<file path="src/rtl/fcba_pkg.sv">
// Package with the shared types and constants of the chained block allocator.
package fcba_pkg;

  localparam int unsigned NUM_BLOCKS_DEF  = 128;
  localparam int unsigned BLOCK_BYTES_DEF = 1024;
  localparam int unsigned MAX_OUT         = 64;
  localparam int unsigned SIZE_W          = 16;
  localparam int unsigned IDX_W           = 7;
  localparam int unsigned LINK_W          = 8;
  localparam int unsigned NEED_W          = 7;
  localparam int unsigned REM_W           = 17;

  localparam logic [LINK_W-1:0] LINK_END  = 8'd254;
  localparam logic [LINK_W-1:0] LINK_FREE = 8'd255;

  typedef enum logic {
    CMD_ALLOC = 1'b0,
    CMD_READ  = 1'b1
  } fcba_cmd_e;

  typedef enum logic [1:0] {
    STATUS_ALLOC = 2'd0,
    STATUS_FULL  = 2'd1,
    STATUS_EMPTY = 2'd2,
    STATUS_READ  = 2'd3
  } fcba_status_e;

  typedef struct packed {
    fcba_cmd_e          command;
    logic [SIZE_W-1:0]  size_bytes;
    logic [IDX_W-1:0]   entry_index;
  } fcba_in_t;

  typedef struct packed {
    fcba_status_e       status;
    logic [IDX_W-1:0]   block_index;
    logic [LINK_W-1:0]  next_entry;
    logic               last;
  } fcba_out_t;

  typedef struct packed {
    logic               done;
    logic [NEED_W-1:0]  blocks;
  } fcba_cnt_t;

endpackage

</file>
<file path="src/rtl/fcba_ram.sv">
// Generic single-write, single-read RAM with a registered read port.
module fcba_ram #(
  parameter int unsigned WIDTH = 8,
  parameter int unsigned DEPTH = 128
) (
  input  logic                     clk_i,
  input  logic                     we_i,
  input  logic [$clog2(DEPTH)-1:0] waddr_i,
  input  logic [WIDTH-1:0]         wdata_i,
  input  logic                     re_i,
  input  logic [$clog2(DEPTH)-1:0] raddr_i,
  output logic [WIDTH-1:0]         rdata_o
);

  logic [WIDTH-1:0] mem_q [DEPTH];
  logic [WIDTH-1:0] rdata_q;

  always_ff @(posedge clk_i) begin
    if (we_i) begin
      mem_q[waddr_i] <= wdata_i;
    end
    if (re_i) begin
      rdata_q <= mem_q[raddr_i];
    end
  end

  assign rdata_o = rdata_q;

endmodule

</file>
<file path="src/rtl/fcba_blk_cnt.sv">
// Iterative subtractor that rounds a byte size up to a count of whole blocks, stopping at MAX_OUT + 1.
module fcba_blk_cnt #(
  parameter int unsigned BLOCK_BYTES = fcba_pkg::BLOCK_BYTES_DEF
) (
  input  logic                             clk_i,
  input  logic                             rst_ni,
  input  logic                             start_i,
  input  logic [fcba_pkg::SIZE_W-1:0]      size_i,
  output fcba_pkg::fcba_cnt_t              cnt_o
);

  import fcba_pkg::*;

  localparam logic [REM_W-1:0]  BlockBytes = REM_W'(BLOCK_BYTES);
  localparam logic [NEED_W-1:0] CountStop  = NEED_W'(MAX_OUT + 1);

  logic              busy_q, busy_d;
  logic [REM_W-1:0]  rem_q, rem_d;
  logic [NEED_W-1:0] cnt_q, cnt_d;
  logic              finish;

  assign finish = busy_q && ((rem_q == '0) || (cnt_q == CountStop));

  always_comb begin
    busy_d = busy_q;
    rem_d  = rem_q;
    cnt_d  = cnt_q;
    if (start_i) begin
      busy_d = 1'b1;
      rem_d  = {1'b0, size_i};
      cnt_d  = '0;
    end else if (finish) begin
      busy_d = 1'b0;
    end else if (busy_q) begin
      rem_d = (rem_q > BlockBytes) ? (rem_q - BlockBytes) : '0;
      cnt_d = cnt_q + NEED_W'(1);
    end
  end

  always_ff @(posedge clk_i or negedge rst_ni) begin
    if (!rst_ni) begin
      busy_q <= 1'b0;
    end else begin
      busy_q <= busy_d;
    end
  end

  always_ff @(posedge clk_i) begin
    rem_q <= rem_d;
    cnt_q <= cnt_d;
  end

  assign cnt_o.done   = finish;
  assign cnt_o.blocks = cnt_q;

endmodule

</file>
<file path="src/rtl/fat_chain_block_allocator.sv">
// Top level of the chained block allocator with its sequencer and link table.
// An allocate transfer first runs the size through a subtract loop, one block per cycle,
// then takes blocks one at a time: a scan pointer walks the used bits one entry per cycle
// from the lowest free entry, and each block takes the scan step that finds it, a link step
// that writes it into the previous block's entry (none for the first block) and an emit step
// that hands the result to the output register once it is free. The scan pointer never moves
// back, so it passes at most NUM_BLOCKS entries in total. A read transfer takes its link from
// the registered read of the link table RAM. The input is stalled while an item is in work;
// the next item is taken as soon as the last result sits in the output register.
module fat_chain_block_allocator #(
  parameter int unsigned NUM_BLOCKS  = fcba_pkg::NUM_BLOCKS_DEF,
  parameter int unsigned BLOCK_BYTES = fcba_pkg::BLOCK_BYTES_DEF
) (
  input  logic                clk_i,
  input  logic                rst_ni,
  input  logic                in_valid_i,
  output logic                in_stall_o,
  input  fcba_pkg::fcba_in_t  in_data_i,
  output logic                out_valid_o,
  input  logic                out_stall_i,
  output fcba_pkg::fcba_out_t out_data_o
);

  import fcba_pkg::*;

  localparam int unsigned AW = $clog2(NUM_BLOCKS);
  localparam int unsigned CW = $clog2(NUM_BLOCKS + 1);

  typedef enum logic [2:0] {
    ST_IDLE,
    ST_RD,
    ST_SIZE,
    ST_SCAN,
    ST_LINK,
    ST_EMIT
  } state_e;

  state_e              state_q;
  logic [NUM_BLOCKS-1:0] used_q;
  logic [CW-1:0]       ptr_q;
  logic [AW-1:0]       cur_q;
  logic [AW-1:0]       prev_q;
  logic                have_prev_q;
  logic [NEED_W-1:0]   need_q;
  logic [NEED_W-1:0]   done_cnt_q;
  logic [IDX_W-1:0]    idx_q;
  fcba_out_t           res_q;
  fcba_out_t           out_data_q;
  logic                out_valid_q;

  fcba_cnt_t           cnt;
  logic                in_xfer;
  logic                out_free;
  logic                out_load;
  logic                ptr_end;
  logic                ptr_used;
  logic                idx_hit;
  logic                ram_we;
  logic [AW-1:0]       ram_waddr;
  logic [LINK_W-1:0]   ram_wdata;
  logic                ram_re;
  logic [LINK_W-1:0]   ram_rdata;

  assign in_stall_o  = (state_q != ST_IDLE);
  assign in_xfer     = in_valid_i && !in_stall_o;
  assign out_free    = !out_valid_q || !out_stall_i;
  assign out_load    = ((state_q == ST_RD) || (state_q == ST_EMIT)) && out_free;
  assign ptr_end     = (ptr_q == CW'(NUM_BLOCKS));
  assign ptr_used    = used_q[ptr_q[AW-1:0]];
  assign idx_hit     = (32'(idx_q) < NUM_BLOCKS) && used_q[AW'(idx_q)];

  assign ram_we    = ((state_q == ST_SCAN) && !ptr_end && !ptr_used) || (state_q == ST_LINK);
  assign ram_waddr = (state_q == ST_LINK) ? prev_q : ptr_q[AW-1:0];
  assign ram_wdata = (state_q == ST_LINK) ? LINK_W'(cur_q) : LINK_END;
  assign ram_re    = in_xfer && (in_data_i.command == CMD_READ);

  fcba_ram #(
    .WIDTH (LINK_W),
    .DEPTH (NUM_BLOCKS)
  ) u_link_ram (
    .clk_i   (clk_i),
    .we_i    (ram_we),
    .waddr_i (ram_waddr),
    .wdata_i (ram_wdata),
    .re_i    (ram_re),
    .raddr_i (AW'(in_data_i.entry_index)),
    .rdata_o (ram_rdata)
  );

  fcba_blk_cnt #(
    .BLOCK_BYTES (BLOCK_BYTES)
  ) u_blk_cnt (
    .clk_i   (clk_i),
    .rst_ni  (rst_ni),
    .start_i (in_xfer && (in_data_i.command == CMD_ALLOC)),
    .size_i  (in_data_i.size_bytes),
    .cnt_o   (cnt)
  );

  always_ff @(posedge clk_i or negedge rst_ni) begin
    if (!rst_ni) begin
      state_q     <= ST_IDLE;
      used_q      <= '0;
      ptr_q       <= '0;
      have_prev_q <= 1'b0;
      out_valid_q <= 1'b0;
    end else begin
      if (out_load) begin
        out_valid_q <= 1'b1;
      end else if (!out_stall_i) begin
        out_valid_q <= 1'b0;
      end
      case (state_q)
        ST_IDLE: begin
          if (in_xfer) begin
            idx_q <= in_data_i.entry_index;
            if (in_data_i.command == CMD_READ) begin
              state_q <= ST_RD;
            end else begin
              state_q <= ST_SIZE;
            end
          end
        end
        ST_RD: begin
          if (out_free) begin
            out_data_q.status      <= STATUS_READ;
            out_data_q.block_index <= idx_q;
            out_data_q.next_entry  <= idx_hit ? ram_rdata : LINK_FREE;
            out_data_q.last        <= 1'b1;
            state_q                <= ST_IDLE;
          end
        end
        ST_SIZE: begin
          if (cnt.done) begin
            need_q      <= cnt.blocks;
            done_cnt_q  <= '0;
            have_prev_q <= 1'b0;
            res_q.block_index <= '0;
            res_q.next_entry  <= '0;
            res_q.last        <= 1'b1;
            if (cnt.blocks == '0) begin
              res_q.status <= STATUS_EMPTY;
              state_q      <= ST_EMIT;
            end else if (cnt.blocks > NEED_W'(MAX_OUT)) begin
              res_q.status <= STATUS_FULL;
              state_q      <= ST_EMIT;
            end else begin
              state_q <= ST_SCAN;
            end
          end
        end
        ST_SCAN: begin
          if (ptr_end) begin
            res_q.status      <= STATUS_FULL;
            res_q.block_index <= '0;
            res_q.next_entry  <= '0;
            res_q.last        <= 1'b1;
            state_q           <= ST_EMIT;
          end else if (ptr_used) begin
            ptr_q <= ptr_q + CW'(1);
          end else begin
            used_q[ptr_q[AW-1:0]] <= 1'b1;
            ptr_q                 <= ptr_q + CW'(1);
            cur_q                 <= ptr_q[AW-1:0];
            done_cnt_q            <= done_cnt_q + NEED_W'(1);
            res_q.status          <= STATUS_ALLOC;
            res_q.block_index     <= IDX_W'(ptr_q[AW-1:0]);
            res_q.next_entry      <= '0;
            res_q.last            <= ((done_cnt_q + NEED_W'(1)) == need_q);
            if (have_prev_q) begin
              state_q <= ST_LINK;
            end else begin
              prev_q      <= ptr_q[AW-1:0];
              have_prev_q <= 1'b1;
              state_q     <= ST_EMIT;
            end
          end
        end
        ST_LINK: begin
          prev_q  <= cur_q;
          state_q <= ST_EMIT;
        end
        ST_EMIT: begin
          if (out_free) begin
            out_data_q  <= res_q;
            state_q     <= res_q.last ? ST_IDLE : ST_SCAN;
          end
        end
        default: begin
          state_q <= ST_IDLE;
        end
      endcase
    end
  end

  assign out_valid_o = out_valid_q;
  assign out_data_o  = out_data_q;

  assert property (@(posedge clk_i) disable iff (!rst_ni)
    ($past(used_q) & ~used_q) == '0)
    else $error("A table entry was released.");

  assert property (@(posedge clk_i) disable iff (!rst_ni)
    cnt.done |-> (state_q == ST_SIZE))
    else $error("Block count finished outside of sizing.");

  assert property (@(posedge clk_i) disable iff (!rst_ni)
    (ptr_q <= CW'(NUM_BLOCKS)))
    else $error("Scan pointer ran past the table.");

  assert property (@(posedge clk_i) disable iff (!rst_ni)
    (state_q == ST_LINK) |-> have_prev_q && used_q[prev_q] && used_q[cur_q])
    else $error("Link written between entries that are not allocated.");

endmodule
</file>
<file path="config.mk">
export PLATFORM = sky130hd
export DESIGN_NAME = fat_chain_block_allocator
export DESIGN_NICKNAME = d
export VERILOG_FILES = /design/src/rtl/fcba_pkg.sv /design/src/rtl/fcba_ram.sv /design/src/rtl/fcba_blk_cnt.sv /design/src/rtl/fat_chain_block_allocator.sv
export SDC_FILE = /design/constraint.sdc
export NUM_CORES = 1
export LEC_CHECK = 0
export ABC_AREA = 1
export BUFFER_PORTS_ARGS = -buffer_cell sky130_fd_sc_hd__buf_2
export CORE_ASPECT_RATIO = 2
export CORE_MARGIN = 2
export CORE_UTILIZATION = 30
export CTS_BUF_LIST = sky130_fd_sc_hd__clkbuf_2
export CTS_CLUSTER_SIZE = 12
export DETAILED_ROUTE_END_ITERATION = 7
export SYNTH_ARGS = -nofsm -noshare
export SYNTH_HDL_FRONTEND = slang
export SYNTH_HIERARCHICAL = 1
export SYNTH_SLANG_ARGS = --single-unit
</file>
<file path="constraint.sdc">
create_clock -name clk_i -period 7.9 [get_ports clk_i]
set_input_delay 1.58 -clock clk_i [delete_from_list [all_inputs] [get_ports clk_i]]
set_output_delay 1.58 -clock clk_i [all_outputs]
set_load 0.02 [all_outputs]
</file>
==> metrics.txt <==
Max-slew headroom 0.146; FFs w/ async S/R, synth 0.113; Crit Path Class flip-flop to flip-flop; setup tns final 0 ns; DP Wirelength 99,400 µm; Area contributors post-synth edfxtp_1 62%, nand2_1 11%, nand3_1 10%; most frequent cells after synthesis 1,564 x nand2_1, 1,111 x edfxtp_1, 1,078 x nand3_1; Max Cap Violations 0; CTS tree built; pwr dens 239 nW/µm²; die height 604 µm; synth warn 6; Final period util 0.713; Synth area leader edfxtp_1; unrepaired setup endpoints after global routing no; Clock transition at path regs 0.13 ns; via count 38,300; crit-path max FO 64; EDFF count, synth 1,111; Worst Tran Pin Value 1.28 ns; worst-skew pair later-pin latency 1.52 ns; Routed Antenna Nets 0; Cell variety after synth 41; Worst Setup End Kind flip-flop; final wirelength 159,000 µm; Yosys top cell area share 0.617; vias in the first global route 38,800; clock buffer depth 4; synthesized instance count 5,069; drt wl/cell 20.9 µm; Internal Pwr Total 9380 µW; Lkg Pwr 0.0216 µW; Seq/Total Area, Yosys 0.686; final hold violation count 0; Mapped Nets 5,105; DRC viols 0; Final WS setup 2.27 ns; hold path start in_data_i[8]; initial antenna violation count 3; Critical Path RT 8.98 ns; fin crit period 5.63 ns; most frequent cell after synthesis nand2_1; maximum clock rate 0.178 GHz; IO Pins 48; Synth Flop Type edfxtp_1; FP Rows 220; worst clock skew 0.205 ns; post-layout net count 5,149; CORE AREA 179,000 µm²; area grow syn2layout 7.70%; Post-CTS Resized 0; share of post-route cells with drive strength above 1 0.0963; # setup viols final 0; Die Wd 304 µm; sequential share of power 0.552; CTS root buf clkbuf_2; crit path from ptr_q[0]; Initial DRC Count 3,261; first-pass GRT wire length 236,000 µm; Num CTS Buffers 239; First-pass DRT Iterations 6; post-synthesis register bit count 1,261; Worst Path Arrival 6.71 ns; fin util 0.325; CTS Sinks 1,261; Fillers 18,300; outcome finished clean; syn_area_per_cell 10.7 µm²; Reg2Reg Launch Point ptr_q[0]; CP startpoint kind flip-flop; Hold Path Class input port to flip-flop; CTS HTree Levels 4; die area 184,000 µm²; switching part of the total power 0.325; largest net degree at the start of global routing 251; DP Worst Slack 2.40 ns; total gr overflow 0; Clk network pwr share 0.267; initial core utilization 0.302; number of port buffers 47; setup repair bufs after CTS 0; Via density 5.03; IR drop worst, VDD 0.110 mV; CTS Hold Bufs 1; proportion of power drawn by combinational gates 0.181; final number of max-transition violations 0; synthesized cell area 54,000 µm²; Placer Congestion 0.909; overall routing resource usage 0.169; net switching power 4520 µW
[layout by cell type (no fill, tap or decap), types with 5 or more instances in the layout]
master,n
inv_2,11
dfrtp_1,141
clkinv_1,61
buf_2,43
inv_1,235
nor3_1,11
ha_1,8
nand3_1,1078
nor2_2,7
o21ai_2,10
buf_4,42
o21ai_0,154
nand4_1,11
xnor2_1,5
nand2_2,8
clkinv_2,16
nor2_1,242
diode_2,5
dfxtp_1,8
o21ai_1,56
clkbuf_2,334
nand2_1,1555
edfxtp_1,1111
nand2_4,7
a21oi_1,68
xor2_1,15
o211ai_1,8
[power by group through the flow]
| stage | registers (µW) | logic, µW | clock network (µW) |
|---|---|---|---|
| floorplan | 7820 | 1600 | 0 |
| global placement | 7820 | 2450 | 0 |
| detailed placement | 7830 | 2470 | 0 |
| CTS | 7680 | 2480 | 3830 |
| global route | 7700 | 2720 | 4090 |
| finish | 7680 | 2510 | 3710 |
[registers in the layout, summed over array words and instances, names as in the netlist]
register and cells:
u_link_ram/mem_q 1024, used_q 128, out_data_o 18, u_blk_cnt/rem_q 17, res_q 10, ptr_q 8
u_link_ram/rdata_o 8, cur_q 7, done_cnt_q 7, idx_q 7, need_q 7, prev_q 7
u_blk_cnt/cnt_q 7, state_q 3, have_prev_q 1, out_valid_o 1, u_blk_cnt/busy_q 1
[per-layer routing]
metal	global-route usage	vias to the layer above	share of wire
met1	0.170	18600	0.34
met2	0.318	1581	0.53
li1	-	17600	-
met4	0.125	0	0.075
met3	0.0208	498	0.056
met5	0	-	0
[final timing paths]
| check | to | slack [ns] | cells after the start |
|---|---|---|---|
| worst max register to register | u_link_ram/mem_q[88][4] | 2.27 | 14 |
| worst max-delay path | u_link_ram/mem_q[88][4] | 2.27 | 14 |
| worst min-delay path | u_blk_cnt/rem_q[1] | 0.40 | 3 |
| min in group asynchronous | used_q[127] | 0.69 | 2 |
| max in group asynchronous | used_q[102] | 5.86 | 3 |
| worst min register to register | used_q[24] | 0.49 | 2 |
[stage by stage]
stage          instance area [µm²]  hold WS, ns  std cells  power, µW
2_1_floorplan                54000        0.420       5069       9420
3_3_place_gp                 56100        0.451       7202      10300
3_5_place_dp                 56100        0.453       7202      10300
4_1_cts                      58200        0.236       7617      14000
5_1_grt                      58200        0.326       7620      14500
6_report                     58200        0.396       7622      13900
[area by class of cell]
cell class	count	area, µm²	share of cell area
antenna	5	12.5	0.000215
clock buffer	334	1670	0.0287
clock inverter	80	429	0.00738
inverter	252	975	0.0167
multi-input combinational	3266	14400	0.248
sequential	1261	37100	0.637
tap	2331	2920	0.0501
timing repair buffer	93	661	0.0114
[cell families after synthesis]
group | count (synthesis) | synth area share
AO/OA/AOI/OAI | 303 | 0.0295
XOR/XNOR | 20 | 0.00324
adder cells (fa/ha/maj) | 8 | 0.00185
buffers and inverters | 542 | 0.0476
flip-flops | 1261 | 0.686
AND/OR/NAND/NOR | 2935 | 0.232
[worst max-delay path: stages (launching register included)]
cell and delay, ns:
dfrtp_2 0.43, inv_2 0.77, nand2_1 0.10, nand3_1 0.13, nand2_1 0.06, o21ai_1 0.19
nand2_1 0.10, o21ai_1 0.20, o21ai_1 0.15, nor2_4 0.54, nand2_1 0.10, buf_4 0.29
nand2_1 0.42, nand2_1 0.88, nor2_1 0.89
(Power assumes the default switching activity.)
